`src/hdl/motion_activity_classifier_defines.svh`:
```
// Assertion macros shared by the motion activity classifier RTL.
`ifndef MOTION_ACTIVITY_CLASSIFIER_DEFINES_SVH
`define MOTION_ACTIVITY_CLASSIFIER_DEFINES_SVH

`ifndef SYNTHESIS
// Same-cycle implication, checked at every rising clock edge outside reset.
`define MAC_ASSERT_NOW(label, clk, rst_n, ante, cons) \
    label: assert property (@(posedge clk) disable iff (!rst_n) (ante) |-> (cons)) \
        else $error("motion activity classifier check failed");
// Next-cycle implication, checked at every rising clock edge outside reset.
`define MAC_ASSERT_NEXT(label, clk, rst_n, ante, cons) \
    label: assert property (@(posedge clk) disable iff (!rst_n) (ante) |=> (cons)) \
        else $error("motion activity classifier check failed");
`else
`define MAC_ASSERT_NOW(label, clk, rst_n, ante, cons)
`define MAC_ASSERT_NEXT(label, clk, rst_n, ante, cons)
`endif

`endif

```
`src/hdl/mac_pkg.sv`:
```
// Shared types and constants of the motion activity classifier.
package mac_pkg;

    localparam int THRESH_W = 26;
    localparam int BYTE_W   = 8;

    localparam logic [BYTE_W-1:0] COUNT_MAX = 8'hFF;

    // Record byte is (magnitude / RECORD_DIV) mod 256.
    localparam int RECORD_DIV   = 10000;
    localparam int RECORD_SHIFT = 14;   // ceil(log2(RECORD_DIV))

    // Register indexes; register i sits at byte address 4*i.
    localparam logic [1:0] REG_WALK       = 2'd0;
    localparam logic [1:0] REG_RUN        = 2'd1;
    localparam logic [1:0] REG_DECIMATION = 2'd2;
    localparam logic [1:0] REG_RUN_LIMIT  = 2'd3;

    typedef enum logic [1:0] {
        ACT_STANDING = 2'd0,
        ACT_WALKING  = 2'd1,
        ACT_RUNNING  = 2'd2
    } t_activity;

    typedef enum logic [1:0] {
        EVT_NONE   = 2'd0,
        EVT_RAISE  = 2'd1,
        EVT_CANCEL = 2'd2
    } t_alarm_event;

    typedef struct packed {
        logic [THRESH_W-1:0] walk_threshold;
        logic [THRESH_W-1:0] run_threshold;
        logic [BYTE_W-1:0]   decimation;
        logic [BYTE_W-1:0]   run_limit;
    } t_class_cfg;

    typedef struct packed {
        logic              class_valid;
        t_activity         activity;
        t_alarm_event      alarm_event;
        logic              record_valid;
        logic [BYTE_W-1:0] record_byte;
    } t_result;

endpackage

```
`src/hdl/mac_lane.sv`:
```
// One axis lane: registered square of a signed acceleration sample.
module mac_lane #(
    parameter int SAMPLE_BITS = 13
) (
    input  logic                     i_clk,
    input  logic                     i_load,
    input  logic [SAMPLE_BITS-1:0]   i_sample,
    output logic [2*SAMPLE_BITS-2:0] o_square
);

    logic signed [SAMPLE_BITS-1:0]   w_sample;
    logic signed [2*SAMPLE_BITS-1:0] w_prod;
    logic        [2*SAMPLE_BITS-2:0] r_square;

    assign w_sample = $signed(i_sample);
    assign w_prod   = w_sample * w_sample;

    // The square is never negative and at most 2**(2*SAMPLE_BITS-2).
    always_ff @(posedge i_clk) begin
        if (i_load) begin
            r_square <= w_prod[2*SAMPLE_BITS-2:0];
        end
    end

    assign o_square = r_square;

endmodule

```
`src/hdl/mac_filter.sv`:
```
// Smoothing filter stage and record-byte quotient of the magnitude.
module mac_filter #(
    parameter int MAG_W   = 26,
    parameter int IIR_DIV = 8
) (
    input  logic              i_clk,
    input  logic              i_rst_n,
    input  logic              i_load,
    input  logic [MAG_W-1:0]  i_mag,
    output logic [MAG_W-1:0]  o_avg,
    output logic [7:0]        o_rec_byte
);
    import mac_pkg::*;

    localparam int K    = $clog2(IIR_DIV);
    localparam bit POW2 = (IIR_DIV == (1 << K));
    localparam int S    = MAG_W + K;
    localparam int M_W  = MAG_W + 2;
    localparam logic [63:0] M_FULL = ((64'd1 << S) + 64'(IIR_DIV) - 64'd1) / 64'(IIR_DIV);

    localparam int RS    = MAG_W + RECORD_SHIFT;
    localparam int RM_W  = MAG_W + 2;
    localparam logic [63:0] RM_FULL =
        ((64'd1 << RS) + 64'(RECORD_DIV) - 64'd1) / 64'(RECORD_DIV);
    localparam int P_W   = (2 * MAG_W + 2 > RS + 8) ? 2 * MAG_W + 2 : RS + 8;

    logic [MAG_W-1:0] r_avg;
    logic [MAG_W-1:0] n_avg;
    logic [7:0]       r_rec_byte;
    logic [MAG_W:0]   w_diff;
    logic             w_neg;
    logic [MAG_W:0]   w_abs_full;
    logic [MAG_W-1:0] w_abs;
    logic [MAG_W-1:0] w_q;
    logic [P_W-1:0]   w_rprod;

    // Difference is signed; the quotient truncates toward zero.
    assign w_diff     = {1'b0, i_mag} - {1'b0, r_avg};
    assign w_neg      = w_diff[MAG_W];
    assign w_abs_full = w_neg ? (~w_diff + 1'b1) : w_diff;
    assign w_abs      = w_abs_full[MAG_W-1:0];

    generate
        if (POW2) begin : g_shift
            assign w_q = w_abs >> K;
        end else begin : g_recip
            logic [MAG_W+M_W-1:0] w_prod;
            logic [MAG_W+M_W-1:0] w_shifted;
            assign w_prod    = {{M_W{1'b0}}, w_abs} * {{MAG_W{1'b0}}, M_FULL[M_W-1:0]};
            assign w_shifted = w_prod >> S;
            assign w_q       = w_shifted[MAG_W-1:0];
        end
    endgenerate

    assign n_avg = w_neg ? (r_avg - w_q) : (r_avg + w_q);

    assign w_rprod = P_W'({{RM_W{1'b0}}, i_mag} * {{MAG_W{1'b0}}, RM_FULL[RM_W-1:0]});

    always_ff @(posedge i_clk) begin
        if (!i_rst_n) begin
            r_avg <= '0;
        end else if (i_load) begin
            r_avg <= n_avg;
        end
    end

    always_ff @(posedge i_clk) begin
        if (i_load) begin
            r_rec_byte <= w_rprod[RS +: 8];
        end
    end

    assign o_avg      = r_avg;
    assign o_rec_byte = r_rec_byte;

endmodule

```
`src/hdl/mac_classify.sv`:
```
// Decimated classification, run counter, alarm tracking and result register.
module mac_classify #(
    parameter int MAG_W = 26
) (
    input  logic                 i_clk,
    input  logic                 i_rst_n,
    input  logic                 i_load,
    input  logic [MAG_W-1:0]     i_avg,
    input  logic [7:0]           i_rec_byte,
    input  mac_pkg::t_class_cfg  i_cfg,
    output mac_pkg::t_result     o_result
);
    import mac_pkg::*;

    localparam int CMP_W = (MAG_W > THRESH_W) ? MAG_W : THRESH_W;

    logic [BYTE_W-1:0] r_phase;
    logic [BYTE_W-1:0] n_phase;
    logic [BYTE_W-1:0] r_count;
    logic [BYTE_W-1:0] n_count;
    logic              r_alarm;
    logic              n_alarm;
    t_result           r_result;
    t_result           n_result;

    logic [BYTE_W-1:0] w_dec;
    logic [BYTE_W-1:0] w_lim;
    logic [BYTE_W:0]   w_phase_inc;
    logic [CMP_W-1:0]  w_avg;
    logic              w_below_walk;
    logic              w_below_run;
    logic              w_classify;

    assign w_dec = (i_cfg.decimation == '0) ? BYTE_W'(1) : i_cfg.decimation;
    assign w_lim = (i_cfg.run_limit == '0) ? BYTE_W'(1) : i_cfg.run_limit;

    assign w_avg        = CMP_W'(i_avg);
    assign w_below_walk = w_avg < CMP_W'(i_cfg.walk_threshold);
    assign w_below_run  = w_avg < CMP_W'(i_cfg.run_threshold);
    assign w_classify   = (r_phase == '0);

    assign w_phase_inc = {1'b0, r_phase} + 1'b1;
    assign n_phase     = (w_phase_inc >= {1'b0, w_dec}) ? '0 : w_phase_inc[BYTE_W-1:0];

    always_comb begin
        n_count              = r_count;
        n_alarm              = r_alarm;
        n_result.class_valid = w_classify;
        n_result.activity    = ACT_STANDING;
        n_result.alarm_event = EVT_NONE;
        if (w_classify) begin
            if (w_below_walk || w_below_run) begin
                n_result.activity = w_below_walk ? ACT_STANDING : ACT_WALKING;
                n_count           = '0;
                if (r_alarm) begin
                    n_alarm              = 1'b0;
                    n_result.alarm_event = EVT_CANCEL;
                end
            end else begin
                n_result.activity = ACT_RUNNING;
                if (r_count != COUNT_MAX) begin
                    n_count = r_count + 1'b1;
                end
            end
            if (n_count >= w_lim && !n_alarm) begin
                n_alarm              = 1'b1;
                n_result.alarm_event = EVT_RAISE;
            end
        end
        n_result.record_valid = n_alarm;
        n_result.record_byte  = n_alarm ? i_rec_byte : '0;
    end

    always_ff @(posedge i_clk) begin
        if (!i_rst_n) begin
            r_phase <= '0;
            r_count <= '0;
            r_alarm <= 1'b0;
        end else if (i_load) begin
            r_phase <= n_phase;
            r_count <= n_count;
            r_alarm <= n_alarm;
        end
    end

    always_ff @(posedge i_clk) begin
        if (i_load) begin
            r_result <= n_result;
        end
    end

    assign o_result = r_result;

endmodule

```
`src/hdl/motion_activity_classifier.sv`:
```
// Top level of the motion activity classifier: lanes, merge, filter, classifier, registers.
//
// One word on the input channel carries a three-axis acceleration sample
// (i_accel_x, i_accel_y, i_accel_z, two's complement). Every accepted word
// yields exactly one result word on the output channel: a classification
// flag with its activity class, an alarm event and an optional record byte.
// The path is a four-stage pipeline: three lanes square the axes, a merge
// stage sums them into the squared magnitude, the filter stage updates the
// smoothed magnitude and forms magnitude / 10000, and the classifier stage
// registers the result word. One word can be accepted in every cycle while
// the output is not stalled. That rate is set by the filter recurrence,
// whose divide (a shift for a power-of-two IIR_DIV) and add are combinational.
// Each stage holds its word while the one ahead is full and stalled, so a
// stalled receiver fills the pipeline one stage at a time; o_in_ready drops
// only once all four stages hold words. Words are never dropped or repeated.
// Synchronous reset empties the pipeline, clears the smoothed magnitude,
// sample phase, run counter and alarm, and loads the register defaults.
// The register port is APB-style with pready tied high; registers must be
// written only while the pipeline is empty.
`include "motion_activity_classifier_defines.svh"

module motion_activity_classifier #(
    parameter int IIR_DIV     = 8,
    parameter int SAMPLE_BITS = 13
) (
    input  logic                   i_clk,
    input  logic                   i_rst_n,

    input  logic                   i_in_valid,
    output logic                   o_in_ready,
    input  logic [SAMPLE_BITS-1:0] i_accel_x,
    input  logic [SAMPLE_BITS-1:0] i_accel_y,
    input  logic [SAMPLE_BITS-1:0] i_accel_z,

    output logic                   o_out_valid,
    input  logic                   i_out_ready,
    output logic                   o_class_valid,
    output logic [1:0]             o_activity,
    output logic [1:0]             o_alarm_event,
    output logic                   o_record_valid,
    output logic [7:0]             o_record_byte,

    input  logic                   psel,
    input  logic                   penable,
    input  logic                   pwrite,
    input  logic [3:0]             paddr,
    input  logic [31:0]            pwdata,
    output logic [31:0]            prdata,
    output logic                   pready
);
    import mac_pkg::*;

    localparam int MAG_W   = 2 * SAMPLE_BITS;
    localparam int SQ_W    = 2 * SAMPLE_BITS - 1;
    localparam int N_LANES = 3;

    localparam logic [THRESH_W-1:0] WALK_RESET  = THRESH_W'(1000000);
    localparam logic [THRESH_W-1:0] RUN_RESET   = THRESH_W'(4000000);
    localparam logic [BYTE_W-1:0]   DEC_RESET   = BYTE_W'(10);
    localparam logic [BYTE_W-1:0]   LIMIT_RESET = BYTE_W'(5);

    // ------------------------------------------------------------------
    // Configuration registers. A write lands in the access phase; the
    // register index is taken from byte address bits 3:2.
    // ------------------------------------------------------------------
    t_class_cfg r_cfg;
    logic       w_cfg_write;
    logic [1:0] w_cfg_index;

    assign pready      = 1'b1;
    assign w_cfg_write = psel && penable && pwrite && pready;
    assign w_cfg_index = paddr[3:2];

    always_ff @(posedge i_clk) begin
        if (!i_rst_n) begin
            r_cfg.walk_threshold <= WALK_RESET;
            r_cfg.run_threshold  <= RUN_RESET;
            r_cfg.decimation     <= DEC_RESET;
            r_cfg.run_limit      <= LIMIT_RESET;
        end else if (w_cfg_write) begin
            case (w_cfg_index)
                REG_WALK:       r_cfg.walk_threshold <= pwdata[THRESH_W-1:0];
                REG_RUN:        r_cfg.run_threshold  <= pwdata[THRESH_W-1:0];
                REG_DECIMATION: r_cfg.decimation     <= pwdata[BYTE_W-1:0];
                REG_RUN_LIMIT:  r_cfg.run_limit      <= pwdata[BYTE_W-1:0];
                default: begin
                end
            endcase
        end
    end

    always_comb begin
        case (w_cfg_index)
            REG_WALK:       prdata = 32'(r_cfg.walk_threshold);
            REG_RUN:        prdata = 32'(r_cfg.run_threshold);
            REG_DECIMATION: prdata = 32'(r_cfg.decimation);
            REG_RUN_LIMIT:  prdata = 32'(r_cfg.run_limit);
            default:        prdata = '0;
        endcase
    end

    // ------------------------------------------------------------------
    // Pipeline control. A stage advances when it is empty or when the
    // stage ahead advances; it loads a word when it advances and the
    // stage behind holds one.
    // ------------------------------------------------------------------
    logic r_v1, r_v2, r_v3, r_v4;
    logic w_adv1, w_adv2, w_adv3, w_adv4;
    logic w_load1, w_load2, w_load3, w_load4;

    assign w_adv4  = !r_v4 || i_out_ready;
    assign w_adv3  = !r_v3 || w_adv4;
    assign w_adv2  = !r_v2 || w_adv3;
    assign w_adv1  = !r_v1 || w_adv2;

    assign w_load1 = i_in_valid && w_adv1;
    assign w_load2 = r_v1 && w_adv2;
    assign w_load3 = r_v2 && w_adv3;
    assign w_load4 = r_v3 && w_adv4;

    always_ff @(posedge i_clk) begin
        if (!i_rst_n) begin
            r_v1 <= 1'b0;
            r_v2 <= 1'b0;
            r_v3 <= 1'b0;
            r_v4 <= 1'b0;
        end else begin
            if (w_adv1) begin
                r_v1 <= i_in_valid;
            end
            if (w_adv2) begin
                r_v2 <= r_v1;
            end
            if (w_adv3) begin
                r_v3 <= r_v2;
            end
            if (w_adv4) begin
                r_v4 <= r_v3;
            end
        end
    end

    assign o_in_ready  = w_adv1;
    assign o_out_valid = r_v4;

    // ------------------------------------------------------------------
    // Stage 1: one squaring lane per axis.
    // ------------------------------------------------------------------
    logic [SAMPLE_BITS-1:0] w_axis   [N_LANES];
    logic [SQ_W-1:0]        w_square [N_LANES];

    assign w_axis[0] = i_accel_x;
    assign w_axis[1] = i_accel_y;
    assign w_axis[2] = i_accel_z;

    generate
        for (genvar g = 0; g < N_LANES; g++) begin : g_lane
            mac_lane #(
                .SAMPLE_BITS (SAMPLE_BITS)
            ) u_lane (
                .i_clk    (i_clk),
                .i_load   (w_load1),
                .i_sample (w_axis[g]),
                .o_square (w_square[g])
            );
        end
    endgenerate

    // ------------------------------------------------------------------
    // Stage 2: merge the lanes into the squared magnitude. Three squares
    // of at most 2**(MAG_W-2) each always fit in MAG_W bits.
    // ------------------------------------------------------------------
    logic [MAG_W-1:0] r_mag;

    always_ff @(posedge i_clk) begin
        if (w_load2) begin
            r_mag <= MAG_W'(w_square[0]) + MAG_W'(w_square[1]) + MAG_W'(w_square[2]);
        end
    end

    // ------------------------------------------------------------------
    // Stage 3: smoothing filter and record quotient.
    // ------------------------------------------------------------------
    logic [MAG_W-1:0] w_avg;
    logic [7:0]       w_rec_byte;

    mac_filter #(
        .MAG_W   (MAG_W),
        .IIR_DIV (IIR_DIV)
    ) u_filter (
        .i_clk      (i_clk),
        .i_rst_n    (i_rst_n),
        .i_load     (w_load3),
        .i_mag      (r_mag),
        .o_avg      (w_avg),
        .o_rec_byte (w_rec_byte)
    );

    // ------------------------------------------------------------------
    // Stage 4: classification and the result word register.
    // ------------------------------------------------------------------
    t_result w_result;

    mac_classify #(
        .MAG_W (MAG_W)
    ) u_classify (
        .i_clk      (i_clk),
        .i_rst_n    (i_rst_n),
        .i_load     (w_load4),
        .i_avg      (w_avg),
        .i_rec_byte (w_rec_byte),
        .i_cfg      (r_cfg),
        .o_result   (w_result)
    );

    assign o_class_valid  = w_result.class_valid;
    assign o_activity     = w_result.activity;
    assign o_alarm_event  = w_result.alarm_event;
    assign o_record_valid = w_result.record_valid;
    assign o_record_byte  = w_result.record_byte;

    // ------------------------------------------------------------------
    // Checks on the result word and the pipeline fill.
    // ------------------------------------------------------------------
    `MAC_ASSERT_NOW(a_event_needs_class, i_clk, i_rst_n,
        o_out_valid && !o_class_valid, o_alarm_event == EVT_NONE)
    `MAC_ASSERT_NOW(a_raise_is_running, i_clk, i_rst_n,
        o_out_valid && o_alarm_event == EVT_RAISE,
        o_record_valid && o_activity == ACT_RUNNING)
    `MAC_ASSERT_NOW(a_cancel_not_running, i_clk, i_rst_n,
        o_out_valid && o_alarm_event == EVT_CANCEL,
        !o_record_valid && o_activity != ACT_RUNNING)
    `MAC_ASSERT_NOW(a_byte_needs_alarm, i_clk, i_rst_n,
        o_out_valid && !o_record_valid, o_record_byte == 8'd0)
    `MAC_ASSERT_NEXT(a_accept_fills_lane, i_clk, i_rst_n,
        i_in_valid && o_in_ready, r_v1)

endmodule

```
`config.mk`:
```
export PLATFORM = sky130hd
export DESIGN_NAME = motion_activity_classifier
export DESIGN_NICKNAME = d
export VERILOG_FILES = /design/src/hdl/mac_pkg.sv /design/src/hdl/mac_lane.sv /design/src/hdl/mac_filter.sv /design/src/hdl/mac_classify.sv /design/src/hdl/motion_activity_classifier.sv
export VERILOG_INCLUDE_DIRS = /design/src /design/src/hdl
export SDC_FILE = /design/constraint.sdc
export NUM_CORES = 2
export LEC_CHECK = 0
export BUFFER_PORTS_ARGS = -buffer_cell sky130_fd_sc_hd__buf_4
export CORE_ASPECT_RATIO = 0.7
export CORE_MARGIN = 2
export CORE_UTILIZATION = 40
export DETAILED_ROUTE_END_ITERATION = 12
export PLACE_DENSITY = 0.61
export SETUP_SLACK_MARGIN = 0.1
export SYNTH_ARGS = -nofsm -noshare
export SYNTH_HDL_FRONTEND = slang
export SYNTH_SLANG_ARGS = --single-unit
```
`constraint.sdc`:
```
create_clock -name i_clk -period 9.55 [get_ports i_clk]
set_input_delay 0.955 -clock i_clk [delete_from_list [all_inputs] [get_ports i_clk]]
set_output_delay 0.955 -clock i_clk [all_outputs]
set_load 0.05 [all_outputs]
```
* Word level (Yosys, flattened, before mapping)
Index checks and enable logic that the tools add are counted.
** Operators by class
- Eq/ne operators :: 4
- $add $sub $neg :: 8
- Bitwise gates (word level) :: 3
- Muxes and demuxes :: 18
- $mul :: 4
- Reductions and logical operators :: 28
- Order comparisons :: 4
** Operators with widths (number)
- 32-bit case mux with 4 select lines :: 1
- 13-bit by 13-bit multiplier with 25-bit output :: 3
- 26-bit less-than comparator :: 2
- 26-bit 2-to-1 mux :: 2
- 26-bit by 27-bit multiplier with 48-bit output, second input constant :: 1
- 8-bit 2-to-1 mux :: 6
- 26-bit by 26-bit subtractor with 27-bit output :: 1
- 25-bit by 25-bit adder with 26-bit output :: 1
- 26-bit by 1-bit adder with 26-bit output, second input constant :: 1
- 26-bit by 23-bit adder with 26-bit output :: 1
- 26-bit by 25-bit adder with 26-bit output :: 1
- 26-bit inverter :: 1
- 26-bit by 23-bit subtractor with 26-bit output :: 1
- 8-bit zero test :: 3
- 2-bit AND reduction :: 6
- 8-bit by 1-bit adder with 9-bit output, second input constant :: 1
- 9-bit by 8-bit greater-or-equal comparator with 1-bit output :: 1
- 8-bit by 1-bit adder with 8-bit output, second input constant :: 1
- 8-bit greater-or-equal comparator :: 1
- 8-bit inequality test, second input constant :: 1
- 1-bit logical AND :: 7
- 1-bit 2-to-1 mux :: 7
- 1-bit zero test :: 5
- 1-bit logical OR :: 5
- other kinds (6) :: 9
** Word-level totals
- Bits in registers :: 238
- Bits of input ports :: 82
- Output and inout bits :: 49
- Logic and storage cells :: 93

* Depth between registers and ports, before layout
- Depth after elaboration :: 8
- Gate-level depth with buffers :: 30
- Gate-level depth less buffers :: 29

* Hierarchy
Synthesis repeated with hierarchy kept, for this count alone.
** Unflattened totals
- Cells, all modules :: 4533
- Area, all modules :: 43589.3 um2
** Modules (own cells, without submodules)
- mac_filter :: seq. area each 760.7 um2, cells each 1669, area an instance 15874.0 um2, instances 1
- mac_lane (g_lane[0].u_lane) :: seq. area each 720.7 um2, cells each 622, area an instance 6257.3 um2, instances 1
- mac_lane (g_lane[1].u_lane) :: seq. area each 720.7 um2, cells each 620, area an instance 6246.0 um2, instances 1
- mac_lane (g_lane[2].u_lane) :: seq. area each 720.7 um2, cells each 621, area an instance 6232.2 um2, instances 1
- motion_activity_classifier :: seq. area each 2222.1 um2, cells each 607, area an instance 5765.5 um2, instances 1
- mac_classify :: seq. area each 760.7 um2, cells each 394, area an instance 3214.3 um2, instances 1

* Worst setup path before layout
OpenSTA, ideal clock, no wires.
- Path type :: register to register
- Start point :: register r_mag[6]
- End point :: register u_filter.r_rec_byte[7] (netlist: u_filter.o_rec_byte[7]), data pin
- Setup slack :: 2768 ps
- Required time :: 9290 ps
- Arrival time :: 6522 ps
- Period minus slack after synthesis :: 6782 ps
- Library setup time :: 260 ps
- Cell stages (with the launch flop) :: 27
- Path buffers :: 0
- Cell sequence :: edfxtp_1 > inv_1 > ha_1 > inv_1 > fa_1 > inv_1 > fa_1 > inv_1 > fa_1 > inv_1 > fa_1 > fa_1 > inv_1 > fa_1 > ha_1 > a21oi_1 > nor2b_1 > o21ai_0 > a21boi_0 > o21ai_0 > a221oi_1 > o311a_1 > o31a_1 > a2111oi_0 > o31ai_1 > a21oi_1 > xnor2_1
** Between the ends
- Word-level cells in the longest chain between the ends :: 1
** Ends and longest elaborated chain
- start: declaration :: RTL line motion_activity_classifier.sv:173 : logic [MAG_W-1:0] r_mag;
- start signal: assignment :: RTL line motion_activity_classifier.sv:177 : r_mag <= MAG_W'(w_square[0]) + MAG_W'(w_square[1]) + MAG_W'(w_square[2]);
- 26-bit by 27-bit multiplier with 48-bit output :: RTL line mac_filter.sv:57 : assign w_rprod = P_W'({{RM_W{1'b0}}, i_mag} * {{MAG_W{1'b0}}, RM_FULL[RM_W-1:0]});
- via u_filter.w_rprod[47] :: RTL line mac_filter.sv:35 : logic [P_W-1:0] w_rprod;
- end signal: assignment :: RTL line mac_filter.sv:69 : r_rec_byte <= w_rprod[RS +: 8];
- end: declaration :: RTL line mac_filter.sv:29 : logic [7:0] r_rec_byte;
The timed path passes the listed nets, and every way through them passes these cells.
A chain may end at the register's enable or synchronous reset.

* Worst setup path in the final report
- Start point :: register r_mag[11]
- End point :: register u_filter.r_rec_byte[7] (netlist: u_filter.o_rec_byte[7]), data pin
The elaborated chain is that of the path after synthesis.

==> impl_metrics.json <==
{
  "tns_ns": 0,
  "hpwl_um": 85600,
  "whs_ns": 0.470,
  "cts_buffer_depth": 3,
  "synthTopCellsByCount": "inv_1, fa_1, ha_1",
  "slowest_stage": "edfxtp_1",
  "dieHeight_um": 278,
  "die_x_um": 396,
  "synth-edff-count": 120,
  "io_buffers": 115,
  "critPathMaxStageDelay_ns": 0.83,
  "grt_pass1_vias": 30776,
  "start_kind": "register",
  "cp.buffers_inverters": 4,
  "synth_seq_cells": 235,
  "io-pin-count": 131,
  "instances_no_fill": 5933,
  "fin_crit_sh_pct": 83.7,
  "drc": 0,
  "slew_viol_final": 0,
  "cp_top_family": "adder cells",
  "skew_ns": 0.0320,
  "ant_nets": 0,
  "area_growth_pct": 7.46,
  "min_to": "r_cfg[67]$_SDFFE_PN0P_",
  "cts-hold-fix-buffers": 0,
  "rrSetupSlack_ns": 1.56,
  "syn_area_per_cell_um2": 9.69,
  "worst-path-stages": 24,
  "hold_path_class": "register to register",
  "syn_inst": 4431,
  "drive_gt1_share_pct": 5.04,
  "synth_most_common_cell": "inv_1",
  "synth_ff_type": "edfxtp_1",
  "cp-end-kind": "register",
  "clk_pin_slew_ns": 0.07,
  "core_um2": 106000,
  "clock_sinks": 235,
  "htree_levels": 1,
  "antenna_found_initial": 3,
  "finalCriticalPeriod_ns": 7.99,
  "dp_cells": 5885,
  "initial_core_util_pct": 40.4,
  "drtPass1Iterations": 7,
  "wl_per_cell_um": 16.9,
  "drt_iter0_drc": 1705,
  "cts_resized": 0,
  "hold_violations": 0,
  "grt_pass1_wl_um": 166000,
  "cp_max_fo": 7,
  "nets": 5887,
  "worstMarginPinSlew_ns": 1.04,
  "grt_overflow": 0,
  "ys_types": 98,
  "crit_type": "register to register",
  "clockRootBuffer": "clkbuf_16",
  "max-cap-violations": 0,
  "die-area_um2": 110000,
  "cts_tree": "done",
  "synth_top_area_share_pct": 34.8,
  "arrival_ns": 8.32,
  "hold_depth": 2,
  "reg2reg_to": "u_filter.o_rec_byte[7]$_DFFE_PP_",
  "crit_chain": "ha_1, inv_1, fa_1, inv_1, fa_1, inv_1, fa_1, fa_1, fa_1, inv_1, fa_1, ha_1, nand4_1, nor2_1, nor2_1, a21boi_0, o21ai_0, a221oi_1, o311a_1, o31a_1, a2111oi_0, o31ai_1, a21oi_1, xnor2_1",
  "grt_max_degree": 90,
  "synth_top_cells_by_area": "fa_1, ha_1, inv_1",
  "hp-start": "r_cfg[67]$_SDFFE_PN0P_",
  "cp_data_required_time_ns": 9.88,
  "yosysWarnings": 0,
  "crit_path_frequent_cell": "fa_1",
  "reg2reg_from": "r_mag[11]$_DFFE_PP_",
  "grt_use_total_pct": 18.8,
  "synthArstFlopShare_pct": 0,
  "slew_headroom_pct": 30.1,
  "vias": 29436,
  "synth_top_area_cell": "fa_1",
  "cts_inserted_buffers": 26,
  "rows": 100,
  "gp_congestion": 0.927,
  "clkLatencyLatePin_ns": 0.59,
  "status": "finished, final reports clean",
  "clock.fmax_mhz": 125,
  "setup_viol": 0,
  "syn_area_um2": 42900,
  "viasPerCell": 4.96,
  "rr_worst_depth": 24,
  "post_cts_buffers": 0,
  "ys_seq_area_share_pct": 13.8,
  "rsz0062_at_grt": "false",
  "drt-total-wl_um": 100000
}
-- worst max path at each step --
stage,start,endpoint,slack [ns]
2_1_floorplan,r_mag[6]$_DFFE_PP_,u_filter.o_rec_byte[7]$_DFFE_PP_,2.77
3_3_place_gp,r_mag[11]$_DFFE_PP_,u_filter.o_rec_byte[7]$_DFFE_PP_,1.56
3_5_place_dp,r_mag[11]$_DFFE_PP_,u_filter.o_rec_byte[7]$_DFFE_PP_,1.60
4_1_cts,r_mag[11]$_DFFE_PP_,u_filter.o_rec_byte[7]$_DFFE_PP_,1.56
5_1_grt,r_mag[11]$_DFFE_PP_,u_filter.o_rec_byte[7]$_DFFE_PP_,0.89
6_report,r_mag[11]$_DFFE_PP_,u_filter.o_rec_byte[7]$_DFFE_PP_,1.56
-- registers in the layout, indices dropped and copies added (netlist names) --
signal	flops
r_v1	1
u_filter.o_avg	26
r_cfg	68
g_lane.u_lane.o_square	72
r_v2	1
r_v3	1
r_mag	26
u_classify.o_result	14
u_classify.r_count	8
u_classify.r_alarm	1
u_filter.o_rec_byte	8
o_out_valid	1
u_classify.r_phase	8
-- cells in the final DEF (no fill, tap or decap), types with 27 or more instances in the layout --
cell / netlist / final
inv_1: 1030 / 1030
fa_1: 746 / 746
ha_1: 574 / 574
nand2_1: 335 / 335
a21oi_1: 184 / 184
nor2_1: 174 / 174
and2_1: 136 / 136
xnor2_1: 129 / 129
buf_4: 7 / 127
edfxtp_1: 120 / 120
dfxtp_1: 115 / 115
o21ai_0: 65 / 64
nand3_1: 63 / 63
a21o_1: 61 / 61
nor3_1: 52 / 51
xor2_1: 49 / 49
nand2b_1: 42 / 42
mux2i_1: 38 / 38
nor2b_1: 37 / 37
o211ai_1: 27 / 27
and3_1: 27 / 27
clkbuf_16: 0 / 27
-- routing by layer --
metal | vias to the layer above | global-route usage [%] | part of all wire [%]
li1 | 14165 | - | -
met1 | 14580 | 28.6 | 49
met2 | 623 | 28.4 | 43
met3 | 68 | 3.61 | 6.6
met4 | 0 | 2.20 | 1.1
met5 | - | 0 | 0
-- metrics by stage --
stage	worst slack (ns)	area (um2)	util [%]
6_report	1.56	46100	43.4
4_1_cts	1.56	46100	43.4
3_3_place_gp	1.56	45300	42.6
5_1_grt	0.890	46100	43.4
2_1_floorplan	2.77	43000	-
3_5_place_dp	1.60	45300	42.6
-- cells by family after synthesis --
logic type                 count (synthesis)  share of synthesized area (%)
xor gates and xnor gates                 180                           3.71
and+or+nand+nor                          969                           11.1
adders and majority gates               1320                           51.5
AOI/OAI and AO/OA                        534                           8.36
buffers and inverters                   1140                           10.1
DFF                                      235                           13.8
muxes                                     51                           1.44
other                                      2                         0.0175
-- final cells by class --
class                   count  area [um2]
fillers                 10346       60200
multi-input cells        3064       32700
flip-flops and latches    235        5910
inverters                1031        3870
well taps                1428        1790
repair buffers            127         953
clock buffers              37         783
clock inverters            10        77.6
diodes                      1        2.50
-- tightest hold or removal path, cell delays in order (launching register included) --
cell	delay [ns]
dfxtp_1	0.32
nand2_1	0.05
a21oi_1	0.05
Power is not shown: default switching activity piles up to over one toggle a cycle in this logic, so the estimate is an artifact.
